[src/rtl/core/ultrasonic_range_poll_controller_defines.svh]
// Assertion macros for the ultrasonic range poll controller.
// Each use expects clk_i and rst_ni in scope.
`ifndef ULTRASONIC_RANGE_POLL_CONTROLLER_DEFINES_SVH
`define ULTRASONIC_RANGE_POLL_CONTROLLER_DEFINES_SVH

`ifndef NO_ASSERTIONS

`define URP_ASSERT(lbl, prop) \
  lbl: assert property (@(posedge clk_i) disable iff (!rst_ni) (prop)) \
    else $error("urp assertion failed");

`define URP_ASSERT_IMPLIES(lbl, ante, cons) \
  lbl: assert property (@(posedge clk_i) disable iff (!rst_ni) (ante) |-> (cons)) \
    else $error("urp assertion failed");

`define URP_ASSERT_NEXT(lbl, ante, cons) \
  lbl: assert property (@(posedge clk_i) disable iff (!rst_ni) (ante) |=> (cons)) \
    else $error("urp assertion failed");

`else

`define URP_ASSERT(lbl, prop)
`define URP_ASSERT_IMPLIES(lbl, ante, cons)
`define URP_ASSERT_NEXT(lbl, ante, cons)

`endif

`endif

[src/rtl/core/urp_pkg.sv]
package urp_pkg;

  // command codes
  localparam logic [1:0] CMD_TICK  = 2'd0;
  localparam logic [1:0] CMD_FRAME = 2'd1;
  localparam logic [1:0] CMD_START = 2'd2;

  // result kinds
  localparam logic KIND_QUERY  = 1'b0;
  localparam logic KIND_REPORT = 1'b1;

  // configuration register indexes
  localparam int unsigned      CFG_IDX_W         = 3;
  localparam int unsigned      CFG_DATA_W        = 16;
  localparam logic [2:0]       REG_SENSOR_ADDR   = 3'd0;
  localparam logic [2:0]       REG_MIN_RANGE     = 3'd1;
  localparam logic [2:0]       REG_MAX_RANGE     = 3'd2;
  localparam logic [2:0]       REG_READ_TIMEOUT  = 3'd3;
  localparam logic [2:0]       REG_SETTLE        = 3'd4;

  localparam logic [10:0] QUERY_ID_BASE     = 11'h520;
  localparam logic [7:0]  FUNC_READ_REPLY   = 8'h83;
  localparam logic [7:0]  REPLY_PAYLOAD_LEN = 8'h02;
  localparam logic [3:0]  REPLY_MIN_LEN     = 4'd5;
  localparam logic [15:0] VAL_NO_OBJECT     = 16'hFFFD;
  localparam logic [15:0] VAL_INTERFERENCE  = 16'hFFFE;
  localparam logic [15:0] TICK_MAX          = 16'hFFFF;

  typedef struct packed {
    logic [7:0]  sensor_address;
    logic [15:0] min_range_mm;
    logic [15:0] max_range_mm;
    logic [15:0] read_timeout_ticks;
    logic [15:0] settle_ticks;
  } cfg_t;

  typedef struct packed {
    logic        ok;
    logic [15:0] value;
  } reply_t;

  function automatic logic [10:0] query_id(input logic [7:0] addr);
    query_id = QUERY_ID_BASE + {3'b000, addr};
  endfunction

  // equal keeps the first; otherwise prefer a nonzero low byte, newer wins a tie
  function automatic logic [15:0] reconcile(input logic [15:0] r1, input logic [15:0] r2);
    logic lo1;
    logic lo2;
    lo1 = (r1[7:0] != 8'h00);
    lo2 = (r2[7:0] != 8'h00);
    if (r1 == r2) begin
      reconcile = r1;
    end else if (lo1 && !lo2) begin
      reconcile = r1;
    end else begin
      reconcile = r2;
    end
  endfunction

endpackage

[src/rtl/core/urp_cfg_regs.sv]
module urp_cfg_regs (
  input  logic                               clk_i,
  input  logic                               rst_ni,
  input  logic                               cfg_we_i,
  input  logic [urp_pkg::CFG_IDX_W-1:0]      cfg_index_i,
  input  logic [urp_pkg::CFG_DATA_W-1:0]     cfg_wdata_i,
  output urp_pkg::cfg_t                      cfg_o
);
  import urp_pkg::*;

  cfg_t cfg_q;

  always_ff @(posedge clk_i or negedge rst_ni) begin
    if (!rst_ni) begin
      cfg_q.sensor_address     <= 8'd1;
      cfg_q.min_range_mm       <= 16'd30;
      cfg_q.max_range_mm       <= 16'd5000;
      cfg_q.read_timeout_ticks <= 16'd100;
      cfg_q.settle_ticks       <= 16'd50;
    end else if (cfg_we_i) begin
      unique case (cfg_index_i)
        REG_SENSOR_ADDR:  cfg_q.sensor_address     <= cfg_wdata_i[7:0];
        REG_MIN_RANGE:    cfg_q.min_range_mm       <= cfg_wdata_i;
        REG_MAX_RANGE:    cfg_q.max_range_mm       <= cfg_wdata_i;
        REG_READ_TIMEOUT: cfg_q.read_timeout_ticks <= cfg_wdata_i;
        REG_SETTLE:       cfg_q.settle_ticks       <= cfg_wdata_i;
        default: ;
      endcase
    end
  end

  assign cfg_o = cfg_q;

endmodule

[src/rtl/core/urp_reply_parse.sv]
module urp_reply_parse (
  input  logic [7:0]       sensor_address_i,
  input  logic [10:0]      rx_id_i,
  input  logic [3:0]       rx_len_i,
  input  logic [7:0]       rx_byte0_i,
  input  logic [7:0]       rx_byte1_i,
  input  logic [7:0]       rx_byte2_i,
  input  logic [7:0]       rx_byte3_i,
  input  logic [7:0]       rx_byte4_i,
  output urp_pkg::reply_t  reply_o
);
  import urp_pkg::*;

  logic [15:0] value;
  logic        hdr_ok;

  assign value  = {rx_byte3_i, rx_byte4_i};
  assign hdr_ok = (rx_id_i == query_id(sensor_address_i))
               && (rx_len_i >= REPLY_MIN_LEN)
               && (rx_byte0_i == sensor_address_i)
               && (rx_byte1_i == FUNC_READ_REPLY)
               && (rx_byte2_i == REPLY_PAYLOAD_LEN);

  // no-object and interference codes are not readings
  assign reply_o.ok    = hdr_ok && (value != VAL_NO_OBJECT) && (value != VAL_INTERFERENCE);
  assign reply_o.value = value;

endmodule

[src/rtl/core/urp_poll_fsm.sv]
`include "ultrasonic_range_poll_controller_defines.svh"

module urp_poll_fsm (
  input  logic            clk_i,
  input  logic            rst_ni,
  input  urp_pkg::cfg_t   cfg_i,
  input  logic            item_valid_i,
  output logic            item_ready_o,
  input  logic [1:0]      cmd_i,
  input  urp_pkg::reply_t reply_i,
  output logic            out_valid_o,
  input  logic            out_ready_i,
  output logic            kind_o,
  output logic [10:0]     tx_id_o,
  output logic [15:0]     range_mm_o
);
  import urp_pkg::*;

  typedef enum logic [1:0] {
    PH_IDLE,
    PH_READ1,
    PH_SETTLE,
    PH_READ2
  } phase_e;

  phase_e      phase_q, phase_d;
  logic [15:0] tick_q, tick_d;
  logic [15:0] first_q, first_d;
  logic        out_valid_q;
  logic        kind_q;
  logic [10:0] tx_id_q;
  logic [15:0] range_q;

  logic        out_free;
  logic        proc;
  logic [15:0] tick_inc;
  logic [15:0] report_val;
  logic        want_query;
  logic        want_report;
  logic        res_valid;

  assign out_free     = !out_valid_q || out_ready_i;
  assign item_ready_o = out_free;
  assign proc         = item_valid_i && out_free;
  assign tick_inc     = (tick_q == TICK_MAX) ? tick_q : tick_q + 16'd1;

  always_comb begin
    phase_d     = phase_q;
    tick_d      = tick_q;
    first_d     = first_q;
    want_query  = 1'b0;
    want_report = 1'b0;
    report_val  = first_q;
    if (proc) begin
      case (cmd_i)
        CMD_START: begin
          phase_d    = PH_READ1;
          tick_d     = '0;
          want_query = 1'b1;
        end
        CMD_TICK: begin
          if (phase_q != PH_IDLE) begin
            tick_d = tick_inc;
          end
          unique case (phase_q)
            PH_IDLE: ;
            PH_READ1: begin
              if (tick_inc >= cfg_i.read_timeout_ticks) begin
                phase_d = PH_IDLE;
                tick_d  = '0;
              end
            end
            PH_SETTLE: begin
              if (tick_inc >= cfg_i.settle_ticks) begin
                phase_d    = PH_READ2;
                tick_d     = '0;
                want_query = 1'b1;
              end
            end
            PH_READ2: begin
              // second read lost: fall back to the first reading
              if (tick_inc >= cfg_i.read_timeout_ticks) begin
                phase_d     = PH_IDLE;
                tick_d      = '0;
                want_report = 1'b1;
              end
            end
            default: ;
          endcase
        end
        CMD_FRAME: begin
          if (reply_i.ok && (phase_q == PH_READ1 || phase_q == PH_READ2)) begin
            tick_d = '0;
            if (phase_q == PH_READ1) begin
              first_d = reply_i.value;
              if (cfg_i.settle_ticks == 16'd0) begin
                phase_d    = PH_READ2;
                want_query = 1'b1;
              end else begin
                phase_d = PH_SETTLE;
              end
            end else begin
              phase_d     = PH_IDLE;
              want_report = 1'b1;
              report_val  = reconcile(first_q, reply_i.value);
            end
          end
        end
        default: ;
      endcase
    end
  end

  assign res_valid = want_query
                  || (want_report && report_val >= cfg_i.min_range_mm
                                  && report_val <= cfg_i.max_range_mm);

  always_ff @(posedge clk_i or negedge rst_ni) begin
    if (!rst_ni) begin
      phase_q     <= PH_IDLE;
      tick_q      <= '0;
      first_q     <= '0;
      out_valid_q <= 1'b0;
      kind_q      <= KIND_QUERY;
      tx_id_q     <= '0;
      range_q     <= '0;
    end else begin
      phase_q <= phase_d;
      tick_q  <= tick_d;
      first_q <= first_d;
      if (out_free) begin
        out_valid_q <= res_valid;
        if (res_valid) begin
          kind_q  <= want_query ? KIND_QUERY : KIND_REPORT;
          tx_id_q <= want_query ? query_id(cfg_i.sensor_address) : 11'd0;
          range_q <= want_query ? 16'd0 : report_val;
        end
      end
    end
  end

  assign out_valid_o = out_valid_q;
  assign kind_o      = kind_q;
  assign tx_id_o     = tx_id_q;
  assign range_mm_o  = range_q;

  `URP_ASSERT(a_idle_tick_clear, (phase_q != PH_IDLE) || (tick_q == 16'd0))
  `URP_ASSERT_NEXT(a_start_enters_read1, proc && (cmd_i == CMD_START), phase_q == PH_READ1 && out_valid_q && kind_q == KIND_QUERY)
  `URP_ASSERT_IMPLIES(a_report_in_range, out_valid_q && kind_q == KIND_REPORT, range_q >= cfg_i.min_range_mm && range_q <= cfg_i.max_range_mm && tx_id_q == 11'd0)
  `URP_ASSERT_IMPLIES(a_query_id, out_valid_q && kind_q == KIND_QUERY, tx_id_q == query_id(cfg_i.sensor_address) && range_q == 16'd0)

endmodule

[src/rtl/core/ultrasonic_range_poll_controller.sv]
// Ultrasonic range poll controller. A start request emits a read query on
// CAN id 0x520 plus sensor_address; received frames and tick requests then
// drive the two-read poll, and a reconciled in-range distance comes out as
// a range report. Each request is captured in an input register, decoded
// against the poll state, and any result lands in an output register;
// one request is accepted per cycle as long as results are taken. The only
// back pressure comes from the output register while its result waits.
// Configuration writes take effect on the next cycle.
module ultrasonic_range_poll_controller (
  input  logic                           clk_i,
  input  logic                           rst_ni,
  input  logic                           cfg_we_i,
  input  logic [urp_pkg::CFG_IDX_W-1:0]  cfg_index_i,
  input  logic [urp_pkg::CFG_DATA_W-1:0] cfg_wdata_i,
  input  logic                           in_valid_i,
  output logic                           in_ready_o,
  input  logic [1:0]                     cmd_i,
  input  logic [10:0]                    rx_id_i,
  input  logic [3:0]                     rx_len_i,
  input  logic [7:0]                     rx_byte0_i,
  input  logic [7:0]                     rx_byte1_i,
  input  logic [7:0]                     rx_byte2_i,
  input  logic [7:0]                     rx_byte3_i,
  input  logic [7:0]                     rx_byte4_i,
  output logic                           out_valid_o,
  input  logic                           out_ready_i,
  output logic                           kind_o,
  output logic [10:0]                    tx_id_o,
  output logic [15:0]                    range_mm_o
);
  import urp_pkg::*;

  cfg_t        cfg;
  reply_t      reply;
  logic        s1_valid_q;
  logic        s1_ready;
  logic [1:0]  cmd_q;
  logic [10:0] rx_id_q;
  logic [3:0]  rx_len_q;
  logic [7:0]  b0_q, b1_q, b2_q, b3_q, b4_q;

  assign in_ready_o = !s1_valid_q || s1_ready;

  always_ff @(posedge clk_i or negedge rst_ni) begin
    if (!rst_ni) begin
      s1_valid_q <= 1'b0;
    end else if (in_ready_o) begin
      s1_valid_q <= in_valid_i;
    end
  end

  always_ff @(posedge clk_i) begin
    if (in_valid_i && in_ready_o) begin
      cmd_q    <= cmd_i;
      rx_id_q  <= rx_id_i;
      rx_len_q <= rx_len_i;
      b0_q     <= rx_byte0_i;
      b1_q     <= rx_byte1_i;
      b2_q     <= rx_byte2_i;
      b3_q     <= rx_byte3_i;
      b4_q     <= rx_byte4_i;
    end
  end

  urp_cfg_regs u_cfg (
    .clk_i       (clk_i),
    .rst_ni      (rst_ni),
    .cfg_we_i    (cfg_we_i),
    .cfg_index_i (cfg_index_i),
    .cfg_wdata_i (cfg_wdata_i),
    .cfg_o       (cfg)
  );

  urp_reply_parse u_parse (
    .sensor_address_i (cfg.sensor_address),
    .rx_id_i          (rx_id_q),
    .rx_len_i         (rx_len_q),
    .rx_byte0_i       (b0_q),
    .rx_byte1_i       (b1_q),
    .rx_byte2_i       (b2_q),
    .rx_byte3_i       (b3_q),
    .rx_byte4_i       (b4_q),
    .reply_o          (reply)
  );

  urp_poll_fsm u_fsm (
    .clk_i        (clk_i),
    .rst_ni       (rst_ni),
    .cfg_i        (cfg),
    .item_valid_i (s1_valid_q),
    .item_ready_o (s1_ready),
    .cmd_i        (cmd_q),
    .reply_i      (reply),
    .out_valid_o  (out_valid_o),
    .out_ready_i  (out_ready_i),
    .kind_o       (kind_o),
    .tx_id_o      (tx_id_o),
    .range_mm_o   (range_mm_o)
  );

endmodule

[config.mk]
export PLATFORM = sky130hd
export DESIGN_NAME = ultrasonic_range_poll_controller
export DESIGN_NICKNAME = d
export VERILOG_FILES = /design/src/rtl/core/urp_pkg.sv /design/src/rtl/core/urp_cfg_regs.sv /design/src/rtl/core/urp_reply_parse.sv /design/src/rtl/core/urp_poll_fsm.sv /design/src/rtl/core/ultrasonic_range_poll_controller.sv
export VERILOG_INCLUDE_DIRS = /design/src /design/src/rtl/core
export SDC_FILE = /design/constraint.sdc
export NUM_CORES = 1
export LEC_CHECK = 0
export ABC_AREA = 1
export BUFFER_PORTS_ARGS = -buffer_cell sky130_fd_sc_hd__buf_2
export CORE_UTILIZATION = 50
export CTS_CLUSTER_DIAMETER = 100
export DETAILED_ROUTE_END_ITERATION = 10
export GPL_TIMING_DRIVEN = 1
export PLACE_DENSITY = 0.8
export REMOVE_ABC_BUFFERS = 1
export SYNTH_ARGS = -nofsm -noshare
export SYNTH_HDL_FRONTEND = slang
export SYNTH_HIERARCHICAL = 1
export SYNTH_SLANG_ARGS = --single-unit
[constraint.sdc]
create_clock -name clk_i -period 6.7 [get_ports clk_i]
set_clock_uncertainty 0.2 [all_clocks]
set_input_delay 2.01 -clock clk_i [delete_from_list [all_inputs] [get_ports clk_i]]
set_output_delay 2.01 -clock clk_i [all_outputs]
set_load 0.01 [all_outputs]
==> impl_metrics.json, run 1 <==
{
  "detail_route.wl_per_cell_um": 14.5,
  "grt_pass1_vias": 8893,
  "ys_types": 43,
  "dieArea_um2": 22400,
  "clk_latency_ps": 440,
  "via_per_inst": 5.25,
  "cp_common_cell": "nand2_1",
  "postCtsSetupBuffers": 0,
  "rsz0062_at_grt": "false",
  "grt_remaining_overflow": 0,
  "io_pins": 111,
  "required_ps": 6830,
  "r2r_setup_slack_ps": 1430,
  "max-vdd-ir-drop_v": 0.000181,
  "max-cap-violations": 0,
  "synth.ff_latch_count": 193,
  "placementRows": 53,
  "cellPowerDensity_nw_per_um2": 247,
  "synth-edff-count": 57,
  "period_minus_slack_ps": 5310,
  "grt_pass1_wl_mm": 41.4,
  "crit_path_end_kind": "flop",
  "path_buf_inv": 4,
  "worstMarginPinSlew_ps": 1200,
  "start_kind": "input pin",
  "portBuffers": 110,
  "drv_slew": 0,
  "arrival_ps": 5440,
  "hold_viol": 0,
  "post_cts_resized": 0,
  "fin_setup_tns_ps": 0,
  "cts_made_buffers": 17,
  "grtUsageTotal_pct": 23.6,
  "status": "finished clean",
  "start_util_pct": 51.4,
  "grt_max_degree": 97,
  "hold_class": "flop to flop",
  "htreeDepth": 4,
  "ant_nets": 0,
  "cp_top_family": "simple AND/OR/NAND/NOR gates",
  "leakage_nw": 6.45,
  "period_share_pct": 79.2,
  "drive_above_1_share_pct": 15.2,
  "clock-sinks": 193,
  "vias": 8995,
  "coreArea_um2": 21200,
  "antenna_cells": 0,
  "routabilityCongestion": 0.912,
  "die_w_um": 150,
  "pre_cts_ws_ps": 1060,
  "cpMaxStageDelayCell": "nand2_2",
  "syn-mean-instance-area_um2": 8.14,
  "fin_ws_ps": 1390,
  "fmax_mhz": 188,
  "ctsHoldBuffers": 0,
  "syn_area_um2": 10900,
  "dp_hpwl_mm": 17.9,
  "synth_cells": 1340,
  "yosysWarnings": 6,
  "setup_violations": 0,
  "drc": 0,
  "drt_wl_total_mm": 24.9,
  "dr.pass1.iters": 5,
  "crit_path_max_fanout": 32,
  "nets": 1574,
  "syn_to_final_growth_pct": 11.0,
  "path_clk_slew_ps": 70,
  "drtIter0Drc": 626,
  "cts-root-buf": "clkbuf_16",
  "cp_slowest_stage_delay_ps": 400,
  "antenna_found_initial": 0,
  "crit_type": "input pin to flop",
  "multiInputGateArea_um2": 4820,
  "async_flop_share_pct": 70.5,
  "synth_ff_type": "dfrtp_1",
  "clock_path_buffers": 2,
  "ys_seq_area_share_pct": 47.1,
  "path_cells": "buf_2 -> inv_1 -> nand2_1 -> nand2_1 -> inv_1 -> nand2_1 -> a21oi_2 -> nand2_2 -> nand2_1 -> o21ai_2 -> ha_1 -> nand2_1 -> nor3_1 -> nand3_1 -> a21oi_1 -> nand3_1 -> buf_4 -> nand3_1 -> nand2_1",
  "tritoncts": "yes",
  "ff_latch_area_um2": 5130,
  "fill_cells": 1847,
  "die_y_um": 150,
  "relSlewSlack_pct": 19.6
}
## layout by cell type (no fill, tap or decap), types with 3 or more instances in the layout
| cell | Yosys | layout |
|---|---|---|
| a21o_1 | 3 | 3 |
| a21oi_1 | 33 | 31 |
| buf_2 | 12 | 109 |
| buf_4 | 25 | 7 |
| clkbuf_16 | 0 | 17 |
| dfrtp_1 | 120 | 120 |
| dfstp_2 | 16 | 16 |
| edfxtp_1 | 57 | 57 |
| ha_1 | 69 | 69 |
| inv_1 | 158 | 158 |
| inv_2 | 11 | 11 |
| inv_6 | 0 | 6 |
| inv_8 | 0 | 4 |
| nand2_1 | 474 | 474 |
| nand2_2 | 5 | 5 |
| nand3_1 | 136 | 136 |
| nand4_1 | 17 | 17 |
| nor2_1 | 65 | 65 |
| nor2_2 | 6 | 6 |
| nor2_4 | 5 | 5 |
| nor3_1 | 8 | 8 |
| nor4_1 | 4 | 4 |
| o21ai_0 | 27 | 27 |
| o21ai_1 | 8 | 8 |
| o21ai_2 | 14 | 14 |
| o21bai_1 | 3 | 3 |
| xnor2_1 | 17 | 17 |
| xor2_1 | 13 | 13 |
## final cells by class
type | count | area share, %
Tap cell | 275 | 2.84
Clock inverter | 14 | 1.12
Timing Repair Buffer | 117 | 5.03
Inverter | 170 | 5.27
Sequential cell | 193 | 42.4
Multi-Input combinational cell | 925 | 39.8
Clock buffer | 18 | 3.54
## cell families (layout without fill, tap and decap cells)
family,after synthesis,after routing,synth area share [%]
xor gates and xnor gates,30,30,2.41
buffers and inverters,222,319,8.98
adders and majority gates,69,69,7.91
and+or+nand+nor,733,733,28.6
DFF,193,193,47.1
AOI/OAI and AO/OA,93,93,5.00
## worst paths after layout
check | startpoint | endpoint | cells past startpoint
max | out_ready_i | u_fsm/range_mm_o[10] | 19
min | u_cfg/cfg_o[39] | u_cfg/cfg_o[39] | 2
max reg2reg | u_cfg/cfg_o[69] | u_fsm/range_mm_o[10] | 23
min reg2reg | u_cfg/cfg_o[39] | u_cfg/cfg_o[39] | 2
max in group asynchronous | rst_ni | u_cfg/cfg_o[51] | 2
min in group asynchronous | rst_ni | u_fsm/tick_q[13] | 1
## per-stage QoR
step / instance area (um2) / total power [W] / utilization (%) / std cells / hold slack, ps
2_1_floorplan: 10600 / 0.00181 / - / 1288 / 242
3_3_place_gp: 11500 / 0.00198 / 54.4 / 1680 / 253
3_5_place_dp: 11500 / 0.00201 / 54.4 / 1680 / 254
4_1_cts: 12100 / 0.00300 / 57.1 / 1712 / 265
5_1_grt: 12100 / 0.00315 / 57.1 / 1712 / 287
6_report: 12100 / 0.00299 / 57.1 / 1712 / 264
## synth_stat cells, drive strengths merged (3+ instances only)
cell,number,area [um2]
nand4,18,119
or2,6,40.0
a21o,3,22.5
xor2,13,114
clkbuf,9,33.8
o21ai,49,298
edfxtp,57,1710
nor3,9,50.1
nand2,481,1830
nand3,137,691
o21bai,3,22.5
a21oi,35,183
dfrtp,120,3000
inv,169,634
nor2,77,358
ha,69,863
dfstp,16,420
nor4,4,25.0
buf,43,308
xnor2,17,149
## where the power goes
| part | leakage [nW] | switching [W] | internal, W |
|---|---|---|---|
| sequential | 2.30 | 0.0000977 | 0.00136 |
| clock | 0.273 | 0.000494 | 0.000495 |
| combinational | 3.88 | 0.000356 | 0.000189 |
| total | 6.45 | 0.000948 | 0.00204 |
## worst register-to-register path, cell delays in order (launching register included)
cell,delay (ps)
dfrtp_1,490
ha_1,260
ha_1,300
xnor2_1,160
nand2_1,60
nor2_1,100
nand3_1,90
nor2_1,250
nand2_1,130
nor3_2,210
nand2_1,100
a21oi_2,120
nand2_2,400
nand2_1,220
o21ai_2,100
ha_1,330
nand2_1,70
nor3_1,350
nand3_1,150
a21oi_1,220
nand3_1,320
buf_4,340
nand3_1,130
nand2_1,70
## registers in the layout, indices dropped and copies added, names as in the netlist, 4 cells and up
name              flops
b0_q                  8
b1_q                  8
b2_q                  8
b3_q                  8
b4_q                  8
rx_id_q              11
rx_len_q              4
u_cfg/cfg_o          72
u_fsm/first_q        16
u_fsm/range_mm_o     16
u_fsm/tick_q         16
u_fsm/tx_id_o        11
## routing by layer
| metal | up-vias | global-route usage (%) | share of wire [%] |
|---|---|---|---|
| li1 | 4423 | - | - |
| met1 | 4227 | 29.8 | 42 |
| met2 | 312 | 39.9 | 49 |
| met3 | 33 | 4.70 | 7.2 |
| met4 | 0 | 8.99 | 2.1 |
| met5 | - | 0 | 0 |
Note: power is estimated with default switching activity, not from simulation.
==> run 2, diff against run 1 <==
--- a/config.mk
+++ b/config.mk
@@ -12,7 +12,7 @@
 export CTS_CLUSTER_DIAMETER = 100
 export DETAILED_ROUTE_END_ITERATION = 10
 export GPL_TIMING_DRIVEN = 1
-export PLACE_DENSITY = 0.8
+export PLACE_DENSITY = 0.83
 export REMOVE_ABC_BUFFERS = 1
 export SYNTH_ARGS = -nofsm -noshare
 export SYNTH_HDL_FRONTEND = slang
==> constraint.sdc (replaced) <==
create_clock -name clk_i -period 4.3 [get_ports clk_i]
set_clock_uncertainty 0.2 [all_clocks]
set_input_delay 1.29 -clock clk_i [delete_from_list [all_inputs] [get_ports clk_i]]
set_output_delay 1.29 -clock clk_i [all_outputs]
set_load 0.01 [all_outputs]
==> run 2 against run 1 <==
Compared with the run above: the run now ends with negative setup slack left; critical path depth grew 6; worst setup slack lost 1500 ps; utilization grew 4.0 points; sequential share of layout area shrank 2.8 points; cell count grew 1.5%; largest cell class is now multi-input combinational cells; final area grew 7.0%.
==> impl_metrics.json, run 2 (same netlist as run 1, synthesis figures left out) <==
{
  "crit_path_end_kind": "flop",
  "rsz0062_at_grt": "true",
  "clock_path_buffers": 2,
  "die_y_um": 150,
  "detail_route.wl_per_cell_um": 16.5,
  "r2r_setup_slack_ps": -150,
  "coreArea_um2": 21200,
  "path_clk_slew_ps": 80,
  "largest_reg_flops": 72,
  "hold_class": "flop to flop",
  "die_w_um": 150,
  "nets": 1600,
  "r2r_cells": 25,
  "crit_type": "flop to flop",
  "drive_above_1_share_pct": 20.9,
  "start_kind": "flop",
  "grt_pass1_wl_mm": 41.8,
  "max-vdd-ir-drop_v": 0.000298,
  "fill_cells": 1672,
  "dp_hpwl_mm": 18.2,
  "leakage_nw": 6.72,
  "final_common_cell": "nand2_1",
  "hold_slack_ps": 269,
  "dr.pass1.iters": 5,
  "period_share_pct": 104,
  "hold_viol": 0,
  "htreeDepth": 4,
  "drtIter0Drc": 1003,
  "fin_ws_ps": -155,
  "period_minus_slack_ps": 4450,
  "io_pins": 111,
  "worstMarginPinSlew_ps": 810,
  "setup_violations": 29,
  "dieArea_um2": 22400,
  "drc": 0,
  "antenna_cells": 0,
  "drv_slew": 0,
  "placementRows": 53,
  "drt_wl_total_mm": 28.8,
  "grt_remaining_overflow": 0,
  "grt_pass1_vias": 8947,
  "violations": "negative setup slack",
  "grtUsageTotal_pct": 23.8,
  "max-cap-violations": 0,
  "ant_nets": 0,
  "hp-start": "u_cfg/cfg_o[40]",
  "reg2reg_from": "u_cfg/cfg_o[70]",
  "layout_common_cells": "nand2_1 (457), inv_1 (156), nand3_1 (121), dfrtp_1 (120), buf_2 (109)",
  "cts-root-buf": "clkbuf_16",
  "via_per_inst": 5.55,
  "holdPathEnd": "u_cfg/cfg_o[40]",
  "place_area_um2": 11700,
  "clk_latency_ps": 450,
  "start_util_pct": 51.4,
  "holdPathStages": 2,
  "syn_to_final_growth_pct": 18.7,
  "grt_max_degree": 69,
  "relSlewSlack_pct": 46.0,
  "required_ps": 4440,
  "status": "finished with violations",
  "routabilityCongestion": 0.892,
  "arrival_ps": 4590,
  "fmax_mhz": 224,
  "final_cell_area_um2": 13000,
  "r2r-end": "u_fsm/range_mm_o[2]",
  "vias": 9638,
  "power.total_w": 0.00490,
  "antenna_found_initial": 0,
  "cellPowerDensity_nw_per_um2": 378,
  "cts_made_buffers": 17,
  "portBuffers": 110,
  "clock-sinks": 193,
  "tritoncts": "yes",
  "crit_path_max_fanout": 14
}
## run 2: changes by cell type in the layout (fill, tap and decap cells not counted), sizes merged
cell / previous run / this run
inv: 179 / 178
clkbuf: 18 / 24
bufinv: 0 / 2
clkinvlp: 2 / 1
buf: 117 / 137
## run 2: cell type report
class                      instances  area (um2)  area share [%]
clock buffer                      18         429            3.31
multi-input combinational        925        5260            40.6
timing repair buffer             143         960            7.41
tap                              275         344            2.66
sequential                       193        5130            39.6
inverter                         170         638            4.93
clock inverter                    14         186            1.44
## run 2: how the worst max path moves through the flow
stage	startpoint	end	slack, ps	cells after the start
2_1_floorplan	out_ready_i	b0_q[0]	-610	4
3_3_place_gp	u_cfg/cfg_o[69]	u_fsm/range_mm_o[1]	230	28
3_5_place_dp	u_cfg/cfg_o[69]	u_fsm/range_mm_o[8]	50	24
4_1_cts	u_cfg/cfg_o[70]	u_fsm/range_mm_o[15]	70	25
5_1_grt	u_cfg/cfg_o[70]	u_fsm/range_mm_o[2]	-320	27
6_report	u_cfg/cfg_o[70]	u_fsm/range_mm_o[2]	-150	25
## run 2: where the power goes
part	leakage, nW	total (W)	switching (W)	internal [W]
clock	0.298	0.00166	0.000773	0.000890
sequential	2.30	0.00226	0.000151	0.00211
combinational	4.13	0.000972	0.000632	0.000340
## run 2: timing repair
item | CTS | global route
setup buffers | 0 | 7
gates cloned | 0 | 6
endpoints found under the setup margin | 29 | 29
gates resized for setup | 4 | 86
pin swaps | 2 | 17
hold buffers | 0 | 0
## run 2: metrics by stage
step / setup slack (ps) / TNS [ps] / std cells / util (%)
finish: -155 / -3670 / 1738 / 61.0
floorplan: -607 / -40460 / 1288 / -
CTS: 65.8 / 0 / 1726 / 58.0
global route: -322 / -8490 / 1738 / 61.0
global placement: 226 / 0 / 1694 / 55.0
detailed placement: 46.6 / 0 / 1694 / 55.0
## run 2: per-layer routing
metal  track usage [%]  part of all wire, %
met3              4.05                  8.7
met2              39.7                   48
met5                 0                    0
met4              9.80                  3.0
met1              30.6                   40
## run 2: worst max-delay path, cell delays in order, from the launching register on
cell	delay, ps
dfrtp_1	420
ha_4	180
ha_4	200
xnor2_1	170
nand2_1	80
nor2_2	140
nand3_2	110
nor2_4	140
nand2_2	80
nor3_2	150
nand2_1	120
a21oi_2	190
nand2_4	140
buf_12	180
nand2_2	90
o21ai_2	100
ha_1	300
nand2_2	80
nor3_4	240
nand3_2	100
a21oi_2	230
buf_4	160
nand3_4	140
clkbuf_16	230
nand3_1	90
nand2_1	60
